<file path="src/hdl/nparb_pkg.sv">
// Shared types and constants for the neighbour-pair FIFO arbiter.
package nparb_pkg;

  localparam int MAX_CLIENTS = 16;
  localparam int ID_W        = 4;
  localparam int CFG_W       = 5;
  localparam int QA_W        = $clog2(MAX_CLIENTS);
  localparam int QC_W        = $clog2(MAX_CLIENTS + 1);

  localparam logic CMD_REQ = 1'b0;
  localparam logic CMD_REL = 1'b1;

  typedef enum logic [1:0] {
    KIND_GRANT = 2'd0,
    KIND_NONE  = 2'd1,
    KIND_ERROR = 2'd2
  } kind_t;

  typedef enum logic [1:0] {
    ST_IDLE,
    ST_WAIT,
    ST_TEST
  } back_state_t;

  // Classified event handed from front to back.
  typedef struct packed {
    logic            cmd;
    logic [ID_W-1:0] id;
    logic            range_err;
  } event_t;

  typedef struct packed {
    logic            valid;
    logic [ID_W-1:0] granted_id;
    kind_t           kind;
    logic            last;
  } result_t;

endpackage

</file>
<file path="src/hdl/fifo_neighbor_pair_arbiter_top.sv">
// Top level of the neighbour-pair FIFO arbiter.
//
// Clients sit on a ring of client_count positions and each needs both
// resources it shares with its ring neighbours. A request (cmd 0) joins a
// strict FIFO wait queue; a release (cmd 1) marks the client idle. After
// each event the queue head is granted for as long as both its neighbours
// are idle, one result transfer per grant, or one 'none' result when
// nothing is granted; protocol errors give one error result and change
// nothing. A command transfer happens on a rising edge with start high and
// busy low; one command is worked on at a time. Results appear on
// granted_id/kind/last for exactly one cycle, marked by valid, and the
// receiver cannot stall them. After a transfer busy is high while the
// event is in the event queue and, unless it is an error, also through
// ST_WAIT and ST_TEST of each grant test, each test waiting in ST_WAIT for
// the wait-queue RAM's registered read of the new head. Grant results
// come out one drain step behind their test; the final result (last = 1)
// is on the ports in the first cycle that busy is low again, so the next
// command may transfer at the edge that takes it. Writing client_count
// (clamped to 1..16) also returns all client state to its reset values;
// write it only while busy is low.
module fifo_neighbor_pair_arbiter_top (
  input  logic                        clk,
  input  logic                        rst,
  input  logic                        start,
  output logic                        busy,
  input  logic                        cmd,
  input  logic [nparb_pkg::ID_W-1:0]  client_id,
  input  logic                        cfg_we,
  input  logic [nparb_pkg::CFG_W-1:0] cfg_wdata,
  output logic                        valid,
  output logic [nparb_pkg::ID_W-1:0]  granted_id,
  output nparb_pkg::kind_t            kind,
  output logic                        last
);

  import nparb_pkg::*;

  logic             push;
  event_t           front_ev;
  event_t           head_ev;
  logic             ev_valid;
  logic             pop;
  logic             back_active;
  logic [CFG_W-1:0] client_count;
  result_t          res;

  // Front: hold the ring size, take commands and flag ids out of range.
  nparb_front u_front (
    .clk         (clk),
    .rst         (rst),
    .start       (start),
    .busy        (busy),
    .cmd         (cmd),
    .client_id   (client_id),
    .cfg_we      (cfg_we),
    .cfg_wdata   (cfg_wdata),
    .client_count(client_count),
    .push        (push),
    .ev          (front_ev)
  );

  // Decouple intake from execution.
  nparb_evq u_evq (
    .clk    (clk),
    .rst    (rst),
    .push   (push),
    .push_ev(front_ev),
    .pop    (pop),
    .valid  (ev_valid),
    .head_ev(head_ev)
  );

  // Back: apply the event, then drain grants from the wait queue.
  nparb_back u_back (
    .clk         (clk),
    .rst         (rst),
    .clr         (cfg_we),
    .client_count(client_count),
    .ev_valid    (ev_valid),
    .ev          (head_ev),
    .pop         (pop),
    .active      (back_active),
    .res         (res)
  );

  // Hold off new commands while one is queued or being drained.
  assign busy       = ev_valid || back_active;

  assign valid      = res.valid;
  assign granted_id = res.granted_id;
  assign kind       = res.kind;
  assign last       = res.last;

endmodule

</file>
<file path="src/hdl/nparb_ram.sv">
// Generic single-write, single-read RAM with registered read data.
module nparb_ram #(
  parameter int WIDTH = 4,
  parameter int DEPTH = 16
) (
  input  logic                     clk,
  input  logic                     we,
  input  logic [$clog2(DEPTH)-1:0] waddr,
  input  logic [WIDTH-1:0]         wdata,
  input  logic [$clog2(DEPTH)-1:0] raddr,
  output logic [WIDTH-1:0]         rdata
);

  logic [WIDTH-1:0] mem [DEPTH];

  always_ff @(posedge clk) begin
    if (we) begin
      mem[waddr] <= wdata;
    end
    rdata <= mem[raddr];
  end

endmodule

</file>
<file path="src/hdl/nparb_front.sv">
// Front end: ring size register, command intake and range classification.
module nparb_front (
  input  logic                          clk,
  input  logic                          rst,
  input  logic                          start,
  input  logic                          busy,
  input  logic                          cmd,
  input  logic [nparb_pkg::ID_W-1:0]    client_id,
  input  logic                          cfg_we,
  input  logic [nparb_pkg::CFG_W-1:0]   cfg_wdata,
  output logic [nparb_pkg::CFG_W-1:0]   client_count,
  output logic                          push,
  output nparb_pkg::event_t             ev
);

  import nparb_pkg::*;

  logic [CFG_W-1:0] count_clamped;

  // clamp the ring size into 1..MAX_CLIENTS
  always_comb begin
    if (cfg_wdata == '0) begin
      count_clamped = CFG_W'(1);
    end else if (int'(cfg_wdata) > MAX_CLIENTS) begin
      count_clamped = CFG_W'(MAX_CLIENTS);
    end else begin
      count_clamped = cfg_wdata;
    end
  end

  always_ff @(posedge clk) begin
    if (rst) begin
      client_count <= CFG_W'(MAX_CLIENTS);
    end else if (cfg_we) begin
      client_count <= count_clamped;
    end
  end

  assign push         = start && !busy;
  assign ev.cmd       = cmd;
  assign ev.id        = client_id;
  assign ev.range_err = (CFG_W'(client_id) >= client_count);

endmodule

</file>
<file path="src/hdl/nparb_evq.sv">
// Two-entry event queue between front and back.
module nparb_evq (
  input  logic              clk,
  input  logic              rst,
  input  logic              push,
  input  nparb_pkg::event_t push_ev,
  input  logic              pop,
  output logic              valid,
  output nparb_pkg::event_t head_ev
);

  import nparb_pkg::*;

  event_t     slot [2];
  logic       wr_ptr;
  logic       rd_ptr;
  logic [1:0] fill;

  always_ff @(posedge clk) begin
    if (push && fill != 2'd2) begin
      slot[wr_ptr] <= push_ev;
    end
  end

  always_ff @(posedge clk) begin
    if (rst) begin
      wr_ptr <= 1'b0;
      rd_ptr <= 1'b0;
      fill   <= 2'd0;
    end else begin
      if (push && fill != 2'd2) begin
        wr_ptr <= ~wr_ptr;
      end
      if (pop && valid) begin
        rd_ptr <= ~rd_ptr;
      end
      fill <= fill + 2'((push && fill != 2'd2) ? 1 : 0) - 2'((pop && valid) ? 1 : 0);
    end
  end

  assign valid   = (fill != 2'd0);
  assign head_ev = slot[rd_ptr];

endmodule

</file>
<file path="src/hdl/nparb_back.sv">
// Back end: client state, wait queue and grant drain sequencer.
module nparb_back (
  input  logic                        clk,
  input  logic                        rst,
  input  logic                        clr,
  input  logic [nparb_pkg::CFG_W-1:0] client_count,
  input  logic                        ev_valid,
  input  nparb_pkg::event_t           ev,
  output logic                        pop,
  output logic                        active,
  output nparb_pkg::result_t          res
);

  import nparb_pkg::*;

  back_state_t            state, state_next;
  logic [MAX_CLIENTS-1:0] idle_mask, idle_mask_next;
  logic [MAX_CLIENTS-1:0] waiting_mask, waiting_mask_next;
  logic [QA_W-1:0]        queue_head, queue_head_next;
  logic [QA_W-1:0]        queue_tail, queue_tail_next;
  logic [QC_W-1:0]        queue_count, queue_count_next;
  logic                   pend_valid, pend_valid_next;
  logic [ID_W-1:0]        pend_id, pend_id_next;
  result_t                res_next;

  logic                   ram_we;
  logic [ID_W-1:0]        head_id;
  logic [CFG_W-1:0]       h_plus1;
  logic [CFG_W-1:0]       n_minus1;
  logic [ID_W-1:0]        right_id;
  logic [ID_W-1:0]        left_id;
  logic                   grant;

  nparb_ram #(
    .WIDTH(ID_W),
    .DEPTH(MAX_CLIENTS)
  ) u_queue_ram (
    .clk  (clk),
    .we   (ram_we),
    .waddr(queue_tail),
    .wdata(ev.id),
    .raddr(queue_head),
    .rdata(head_id)
  );

  // ring neighbours of the queue head
  assign h_plus1  = CFG_W'(head_id) + CFG_W'(1);
  assign n_minus1 = client_count - CFG_W'(1);
  assign right_id = (h_plus1 == client_count) ? '0 : h_plus1[ID_W-1:0];
  assign left_id  = (head_id == '0) ? n_minus1[ID_W-1:0] : head_id - ID_W'(1);
  assign grant    = (queue_count != '0) && idle_mask[right_id] && idle_mask[left_id];

  always_comb begin
    state_next        = state;
    idle_mask_next    = idle_mask;
    waiting_mask_next = waiting_mask;
    queue_head_next   = queue_head;
    queue_tail_next   = queue_tail;
    queue_count_next  = queue_count;
    pend_valid_next   = pend_valid;
    pend_id_next      = pend_id;
    res_next          = '{valid: 1'b0, granted_id: '0, kind: KIND_NONE, last: 1'b0};
    ram_we            = 1'b0;
    pop               = 1'b0;

    unique case (state)
      ST_IDLE: begin
        if (ev_valid) begin
          pop = 1'b1;
          if (ev.range_err) begin
            res_next = '{valid: 1'b1, granted_id: '0, kind: KIND_ERROR, last: 1'b1};
          end else if (ev.cmd == CMD_REQ) begin
            if (!idle_mask[ev.id] || waiting_mask[ev.id] ||
                int'(queue_count) >= MAX_CLIENTS) begin
              res_next = '{valid: 1'b1, granted_id: '0, kind: KIND_ERROR, last: 1'b1};
            end else begin
              ram_we                   = 1'b1;
              queue_tail_next          = (queue_tail == QA_W'(MAX_CLIENTS - 1)) ? '0 :
                                         queue_tail + QA_W'(1);
              queue_count_next         = queue_count + QC_W'(1);
              waiting_mask_next[ev.id] = 1'b1;
              state_next               = ST_WAIT;
            end
          end else begin
            if (idle_mask[ev.id]) begin
              res_next = '{valid: 1'b1, granted_id: '0, kind: KIND_ERROR, last: 1'b1};
            end else begin
              idle_mask_next[ev.id] = 1'b1;
              state_next            = ST_WAIT;
            end
          end
        end
      end
      ST_WAIT: begin
        // let the head entry settle through the RAM read register
        state_next = ST_TEST;
      end
      ST_TEST: begin
        if (grant) begin
          queue_head_next            = (queue_head == QA_W'(MAX_CLIENTS - 1)) ? '0 :
                                       queue_head + QA_W'(1);
          queue_count_next           = queue_count - QC_W'(1);
          waiting_mask_next[head_id] = 1'b0;
          idle_mask_next[head_id]    = 1'b0;
          if (pend_valid) begin
            res_next = '{valid: 1'b1, granted_id: pend_id, kind: KIND_GRANT, last: 1'b0};
          end
          pend_valid_next = 1'b1;
          pend_id_next    = head_id;
          state_next      = ST_WAIT;
        end else begin
          if (pend_valid) begin
            res_next = '{valid: 1'b1, granted_id: pend_id, kind: KIND_GRANT, last: 1'b1};
          end else begin
            res_next = '{valid: 1'b1, granted_id: '0, kind: KIND_NONE, last: 1'b1};
          end
          pend_valid_next = 1'b0;
          state_next      = ST_IDLE;
        end
      end
      default: begin
        state_next = ST_IDLE;
      end
    endcase
  end

  always_ff @(posedge clk) begin
    if (rst || clr) begin
      state        <= ST_IDLE;
      idle_mask    <= '1;
      waiting_mask <= '0;
      queue_head   <= '0;
      queue_tail   <= '0;
      queue_count  <= '0;
      pend_valid   <= 1'b0;
      res.valid    <= 1'b0;
    end else begin
      state        <= state_next;
      idle_mask    <= idle_mask_next;
      waiting_mask <= waiting_mask_next;
      queue_head   <= queue_head_next;
      queue_tail   <= queue_tail_next;
      queue_count  <= queue_count_next;
      pend_valid   <= pend_valid_next;
      res.valid    <= res_next.valid;
    end
    pend_id        <= pend_id_next;
    res.granted_id <= res_next.granted_id;
    res.kind       <= res_next.kind;
    res.last       <= res_next.last;
  end

  assign active = (state != ST_IDLE);

  a_error_is_last: assert property (@(posedge clk) disable iff (rst)
    res.valid && res.kind == KIND_ERROR |-> res.last)
    else $error("error result without last");

  a_wait_then_test: assert property (@(posedge clk) disable iff (rst)
    !clr && state == ST_WAIT |=> state == ST_TEST)
    else $error("wait state did not advance to test");

  a_count_bound: assert property (@(posedge clk) disable iff (rst)
    int'(queue_count) <= MAX_CLIENTS)
    else $error("wait queue overfilled");

  a_waiting_idle: assert property (@(posedge clk) disable iff (rst)
    (waiting_mask & ~idle_mask) == '0)
    else $error("queued client marked busy");

  a_pend_only_draining: assert property (@(posedge clk) disable iff (rst)
    state == ST_IDLE |-> !pend_valid)
    else $error("pending grant left over in idle");

endmodule
</file>
<file path="config.mk">
export PLATFORM = sky130hd
export DESIGN_NAME = fifo_neighbor_pair_arbiter_top
export DESIGN_NICKNAME = d
export VERILOG_FILES = /design/src/hdl/nparb_pkg.sv /design/src/hdl/fifo_neighbor_pair_arbiter_top.sv /design/src/hdl/nparb_ram.sv /design/src/hdl/nparb_front.sv /design/src/hdl/nparb_evq.sv /design/src/hdl/nparb_back.sv
export SDC_FILE = /design/constraint.sdc
export NUM_CORES = 1
export LEC_CHECK = 0
export ABC_AREA = 1
export BUFFER_PORTS_ARGS = -buffer_cell sky130_fd_sc_hd__buf_2
export CORE_MARGIN = 1.5
export CORE_UTILIZATION = 34
export DETAILED_ROUTE_END_ITERATION = 6
export PLACE_DENSITY = 0.54
export SYNTH_ARGS = -nofsm -noshare
export SYNTH_HDL_FRONTEND = slang
export SYNTH_SLANG_ARGS = --single-unit
</file>
<file path="constraint.sdc">
create_clock -name clk -period 3.8 [get_ports clk]
set_clock_uncertainty 0.05 [all_clocks]
set_input_delay 0.38 -clock clk [delete_from_list [all_inputs] [get_ports clk]]
set_output_delay 0.38 -clock clk [all_outputs]
set_load 0.02 [all_outputs]
</file>
# Word level (Yosys, flattened, before mapping)
# Memories as Yosys holds them, arrays and structs flattened. A register that Yosys moved wholly into a read port is not among the register bits.
# Cells that the tools add are included.
[classes]
addsub = 9
multipliers = 0
div_mod_pow = 0
n_lt_le_gt_ge = 9
eq_ne = 15
shift = 0
n_mux = 68
n_bitwise = 10
reduce_logical = 25
[op_table]
columns = ["op", "count"]
rows = [
  ["$mux W16", 10],
  ["$pmux W16 S2", 2],
  ["$mux W8", 7],
  ["$mux W5", 7],
  ["$and A16 B16 Y16", 2],
  ["$or A16 B16 Y16", 2],
  ["$mux W1", 23],
  ["$lt A4 B5 Y1 const B", 4],
  ["$bmux W1 S4", 4],
  ["$mux W4", 4],
  ["$not A16 Y16", 1],
  ["$pmux W8 S2", 1],
  ["$ne A2 B2 Y1 const B", 6],
  ["$reduce_and A6 Y1", 2],
  ["$mux W2", 5],
  ["$pmux W5 S2", 1],
  ["$add A4 B1 Y4 const B", 2],
  ["$demux W1 S4", 2],
  ["$eq A4 B4 Y1 const B", 2],
  ["$ge A4 B1 Y1 const B", 2],
  ["$sub A4 B1 Y4 const B", 2],
  ["$logic_and A1 B1 Y1", 7],
  ["$mux W7", 1],
  ["$pmux W2 S3", 1],
  ["other kinds (25)", 36],
]
[totals]
reg_bits = 69
latch_bits = 0
ramBits = 76
rom_bits = 0
input_bits = 14
output_inout_bits = 9
mem_count = 2
[mem_list]
columns = ["name", "depth", "width", "read_ports", "rd_clocked_by_memory_dff", "write_ports", "line", "text"]
rows = [
  ["u_back.u_queue_ram.mem", 16, 4, 1, 1, 1, "nparb_ram.sv:14", "logic [WIDTH-1:0] mem [DEPTH];"],
  ["u_evq.slot", 2, 6, 1, 1, 1, "nparb_evq.sv:14", "event_t slot [2];"],
]

# Longest topological paths before layout
[depth]
depth_word = 12
depth_mapped = 20
mapped_depth_nobuf = 18

# Cells and area by module
# From an unflattened synthesis, not the netlist that was laid out.
[hier_totals]
hier_cells = 1009
hier_area_um2 = 8044.0
[modules_own_cells]
columns = ["module", "n_inst", "cells_per_inst", "area_per_inst_um2", "seq_area_each_um2"]
rows = [
  ["nparb_back", 1, 607, 4002.6, 1241.2],
  ["nparb_ram", 1, 290, 2966.6, 2001.9],
  ["nparb_evq", 1, 57, 711.9, 460.4],
  ["nparb_front", 1, 52, 351.6, 100.1],
  ["fifo_neighbor_pair_arbiter_top", 1, 3, 11.3, 0.0],
]

# Least setup slack after synthesis
# OpenSTA, ideal clock, no wires.
[synth_path]
path_type = "flip-flop to flip-flop"
from = "register u_back.u_queue_ram.rdata[0] (read register of u_back.u_queue_ram.mem)"
to = "register u_back.pend_id[0], enable pin"
setup_time_ns = 0.336
arrival_ns = 2.498
path_slack_ns = 0.916
stages_incl_launch_ff = 16
path_buffers = 2
cell_sequence = "dfxtp_1 inv_1 buf_6 ha_1 nand4_1 nand2_2 buf_6 ha_1 inv_1 o211ai_1 nand3_1 nand3_1 nand2_1 nor2_1 nand3_2 nor2_2"
[synth_between]
elab_chain_cells = 8
elab_cells_between_ends = 13
classes_between = "2 x add/sub; 1 x eq/ne; 6 x mux; 4 x reduce/logical"
[synth_rtl]
columns = ["element", "line", "text"]
rows = [
  ["from (decl)", "nparb_ram.sv:11", "output logic [WIDTH-1:0] rdata"],
  ["$add A4 B1 Y5", "nparb_back.sv:47", "assign h_plus1 = CFG_W'(head_id) + CFG_W'(1);"],
  ["$eq A5 B5 Y1", "nparb_back.sv:49", "assign right_id = (h_plus1 == client_count) ? '0 : h_plus1[ID_W-1:0];"],
  ["$mux W4", "nparb_back.sv:49", ""],
  ["$bmux W1 S4", "nparb_back.sv:51", "assign grant = (queue_count != '0) && idle_mask[right_id] && idle_mask[left_id];"],
  ["$mux W1 (not written as such)", "nparb_back.sv:51", ""],
  ["$logic_and A1 B1 Y1", "nparb_back.sv:51", ""],
  ["$logic_and A1 B1 Y1 *", "nparb_back.sv:51", ""],
  ["$reduce_and A2 Y1 (no source line) *", "--", ""],
  ["to (signal assigned)", "nparb_back.sv:147", "pend_id <= pend_id_next;"],
  ["to (decl)", "nparb_back.sv:23", "logic [ID_W-1:0] pend_id, pend_id_next;"],
]
# Every way passes the cells marked *; elsewhere a longest branch is shown, timed or not. The select of a mux whose other input is x is not followed.
# A chain may end at the register's enable or synchronous reset.

# Worst setup path after layout
[layout_path]
from = "register u_back.u_queue_ram.rdata[1] (read register of u_back.u_queue_ram.mem)"
to = "register u_back.waiting_mask[7]"
[layout_between]
elab_chain_cells = 9
elab_cells_between_ends = 23
classes_between = "2 x add/sub; 2 x order compare; 2 x eq/ne; 10 x mux; 2 x bitwise; 5 x reduce/logical"
[layout_rtl]
columns = ["element", "line", "text"]
rows = [
  ["$add A4 B1 Y5", "nparb_back.sv:47", ""],
  ["$eq A5 B5 Y1", "nparb_back.sv:49", ""],
  ["$mux W4", "nparb_back.sv:49", ""],
  ["$bmux W1 S4", "nparb_back.sv:51", ""],
  ["$mux W1 (not written as such)", "nparb_back.sv:51", ""],
  ["$logic_and A1 B1 Y1 (2 in a row)", "nparb_back.sv:51", ""],
  ["$ne A2 B1 Y1 (no source line)", "--", ""],
  ["$reduce_and A6 Y1 (no source line)", "--", ""],
  ["to (signal assigned)", "nparb_back.sv:140", "waiting_mask <= waiting_mask_next;"],
  ["to (decl)", "nparb_back.sv:18", "logic [MAX_CLIENTS-1:0] waiting_mask, waiting_mask_next;"],
]
# Several ways; a longest one is shown, not always the timed one. The select of a mux whose other input is x is not followed.

==> run summary <==
Number of gates resized after CTS = 0
Count of flip-flops with a built-in enable after synthesis = 80
Final Wtd Congestion = 0.914
Initial cell density of the core = 0.347
Average vias per placed instance = 5.14
Via count of the first global-routing pass = 5738
Overall via count from detail_route = 6111
CP cell instances = inv_1 > ha_1 > nand3_4 > nand2_1 > nand2_2 > ha_1 > inv_1 > o211ai_1 > nand3_1 > nand3_1 > nand2_1 > nor2_1 > nand3_2 > nand2_4 > nand2_1 > nand2_1 > a21oi_1
Critical register-to-register path startpoint = u_back.u_queue_ram.rdata[1]
Num CTS Buffers = 17
Die Footprint = 23100 um^2
WHS Path Cells = 1
Maximum operating frequency = 288 MHz
FF-to-FF End = u_back.waiting_mask[7]
Count of warnings emitted by yosys = 0
Post-layout instance area = 8470 um^2
Dominant cell type by area after synthesis = sky130_fd_sc_hd__edfxtp_1
Synth Area in Simple Gates = 0.252
Crit path top cell by count = sky130_fd_sc_hd__nand2_1
Areal power density over the cells = 584 nW/um^2
Critical path capture point type = flop
Count of buffers added by post-CTS timing repair for setup = 0
Xor/xnor share of the synthesized area = 0.0116
Net count of the mapped netlist = 913
Wire length reported by the detailed router = 19800 um
Kind of critical path = reg -> reg
FILL cells = 2201
Area of the core = 21800 um^2
Master of the slowest instance on the critical path = sky130_fd_sc_hd__ha_1
Critical path startpoint category = flop
Combinational family with the most area after synthesis = simple AND/OR/NAND/NOR gates
Worst voltage drop across the vdd grid = 0.361 mV
Class of the most critical hold timing path = in -> reg
Share of the cycle needed by the critical path after routing = 0.915
Unique masters post-synth = 48
Largest cells by area after synthesis = sky130_fd_sc_hd__edfxtp_1 32%, sky130_fd_sc_hd__dfxtp_1 19%, sky130_fd_sc_hd__nand2_1 7.8%, sky130_fd_sc_hd__nand3_1 6.3%, sky130_fd_sc_hd__nor2_1 5.7%
Worst setup slack for register-to-register paths = 0.32 ns
Leakage dissipation = 3.33 nW
Final total negative setup slack = 0 ns
Path depth of the worst reg2reg path = 17
Top-count cell post-synth = sky130_fd_sc_hd__nand2_1
Die outline height = 152 um
Fraction of post-synthesis cell area in the top cell type by area = 0.318
Minimum hold slack = 0.0823 ns
Layout Nets = 931
Count of port buffers added during placement = 22
DRC violation count after routing = 0
Half-perimeter wire length after detailed placement = 13800 um
Number of antenna violations at the first check in global routing = 0
First-pass iteration count of the detailed router = 6
Number of sinks on the clock net = 150
Startpoint of the tightest hold check path = cmd
DRT iter0 DRCs = 558
Maximum buffer depth of the clock tree = 2
Number of endpoints with negative hold slack in the final report = 0
Outcome = complete, no violations
Share of flip-flops with an asynchronous set or reset = 0
Biggest fanout along the worst timing path = 43
Post-synthesis instance total = 879
DRT antenna net count = 0
Max Transition Viols Final = 0
Worst path max stage delay = 0.42 ns
TritonCTS clock tree = done
Share of cells above drive strength 1 = 0.118
# Max-Cap Violations = 0
Slew at the pin with the worst max-slew slack = 1.16 ns
Post-synthesis register bit count = 150
Total number of placement rows = 54
Hold EP = u_evq.slot[1][5]
Cell area after technology mapping = 7560 um^2
Root buffer cell = sky130_fd_sc_hd__clkbuf_16
Area Growth Syn to Fin = 12.0%
Unrepaired setup endpoints after global routing = no
Most frequent cells after synthesis = 158 x sky130_fd_sc_hd__nand2_1, 114 x sky130_fd_sc_hd__nor2_1, 95 x sky130_fd_sc_hd__nand3_1
First-pass GRT wire length = 31600 um
Slew headroom = 0.224
Number of H-tree levels = 4
Post-synthesis mux area share = 0.00529
Post-synth top flop = sky130_fd_sc_hd__edfxtp_1
Number of I/O pins = 23
Adder-Cell Fraction of Synth Area = 0.0341
Post-Place Cell Area = 7910 um^2
Clock-pin slew on the worst setup and hold paths = 0.07 ns
Data arrival, critical path = 3.74 ns
Setup-violating endpoint count in the final report = 0
Register Area = 3800 um^2
Required arrival time at the worst endpoint = 4.06 ns
Combined global-route utilization of all metal layers = 0.174
Sequential-to-total area share from yosys stat = 0.503
Largest net degree at the start of global routing = 44
Later-pin clock latency in the skew report = 0.43 ns
Antenna fix cells = 0
Area used by multi-input combinational logic = 3220 um^2
Hold buffers post-CTS = 0
Synthesized-area fraction occupied by ao, oa, aoi and oai cells = 0.122
Sum of overflow across all layers after global routing = 0
Per-cell routed wire length = 16.6 um
Die outline width = 152 um
Average cell area after synthesis = 8.60 um^2
Post-layout min period = 3.48 ns
==> cell type report <==
class	instances	share of cell area
clock buffers	17	0.0502
clock inverters	15	0.0157
inverters	92	0.0411
multi-input cells	603	0.380
flip-flops and latches	150	0.449
well taps	280	0.0414
repair buffers	33	0.0228
==> logic make-up (layout without fill, tap and decap cells) <==
kind of cell    after synthesis  in the layout
mux                           4              4
buf+inv                     126            157
xor+xnor                     10             10
fa+ha+maj                    20             20
simple gates                421            421
compound gates              148            148
flops                       150            150
==> flip-flops by register name, summed over array words and instances, names as in the netlist, 2 cells and up, named ones only <==
name,flops
u_evq.fill,2
u_back.u_queue_ram.mem,64
u_back.idle_mask,16
u_back.res,8
u_back.waiting_mask,16
u_back.u_queue_ram.rdata,4
u_front.client_count,5
u_back.pend_id,4
u_back.queue_head,4
u_back.queue_tail,4
u_back.state,2
u_evq.slot,12
u_back.queue_count,5
==> through the flow <==
stage          power (W)  cells  setup slack (ns)  utilization
2_1_floorplan    0.00300    879             0.916            -
3_3_place_gp     0.00336   1158             0.460        0.362
3_5_place_dp     0.00335   1158             0.406        0.362
4_1_cts          0.00497   1190             0.390        0.388
5_1_grt          0.00520   1190            0.0295        0.388
6_report         0.00494   1190             0.322        0.388
==> how the worst max path moves through the flow <==
stage / startpoint / endpoint / depth (start not counted)
floorplan: u_back.u_queue_ram.rdata[0] / u_back.pend_id[0] / 15
global placement: flop / u_back.u_queue_ram.mem[13][3] / 14
detailed placement: u_back.u_queue_ram.rdata[1] / u_back.queue_count[4] / 17
CTS: u_back.u_queue_ram.rdata[1] / u_back.waiting_mask[9] / 17
global route: u_back.u_queue_ram.rdata[1] / u_back.queue_count[4] / 17
finish: u_back.u_queue_ram.rdata[1] / u_back.waiting_mask[7] / 17
==> per-layer routing <==
metal  share of wire  global-route usage
met1            0.48               0.245
met2            0.46               0.272
met3           0.047              0.0301
met4           0.013              0.0569
met5               0                   0
==> cells in the final DEF (no fill, tap or decap), drive strengths merged <==
master | netlist | final
a211oi | 1 | 1
a21boi | 2 | 2
a21oi | 41 | 41
a22o | 1 | 1
a22oi | 10 | 10
a31oi | 3 | 3
buf | 15 | 33
clkbuf | 19 | 17
clkinv | 2 | 6
clkinvlp | 0 | 1
dfxtp | 70 | 70
edfxtp | 80 | 80
fa | 1 | 1
ha | 19 | 19
inv | 90 | 100
mux2i | 4 | 4
nand2 | 167 | 167
nand3 | 98 | 98
nand3b | 5 | 5
nand4 | 8 | 8
nor2 | 126 | 126
nor3 | 9 | 9
nor3b | 4 | 4
o211ai | 10 | 10
o21a | 3 | 3
o21ai | 52 | 52
o21bai | 1 | 1
o221ai | 4 | 4
o22ai | 8 | 8
o32ai | 12 | 12
or2 | 4 | 4
xnor2 | 4 | 4
xor2 | 6 | 6
==> critical path: cells and delay by family (launching register included) <==
family	cells	cell delay, ns
AND/OR/NAND/NOR	11	1.84
adder cells (fa/ha/maj)	2	0.75
flip-flops	1	0.31
buffers and inverters	2	0.21
AO/OA/AOI/OAI	2	0.18
==> where the power goes <==
| group | switching [W] | internal, W | total [W] |
|---|---|---|---|
| clock network | 0.000758 | 0.000865 | 0.00162 |
| logic | 0.000950 | 0.000391 | 0.00134 |
| registers | 0.0000661 | 0.00191 | 0.00198 |
| total | 0.00177 | 0.00317 | 0.00494 |
(Power assumes the default switching activity.)
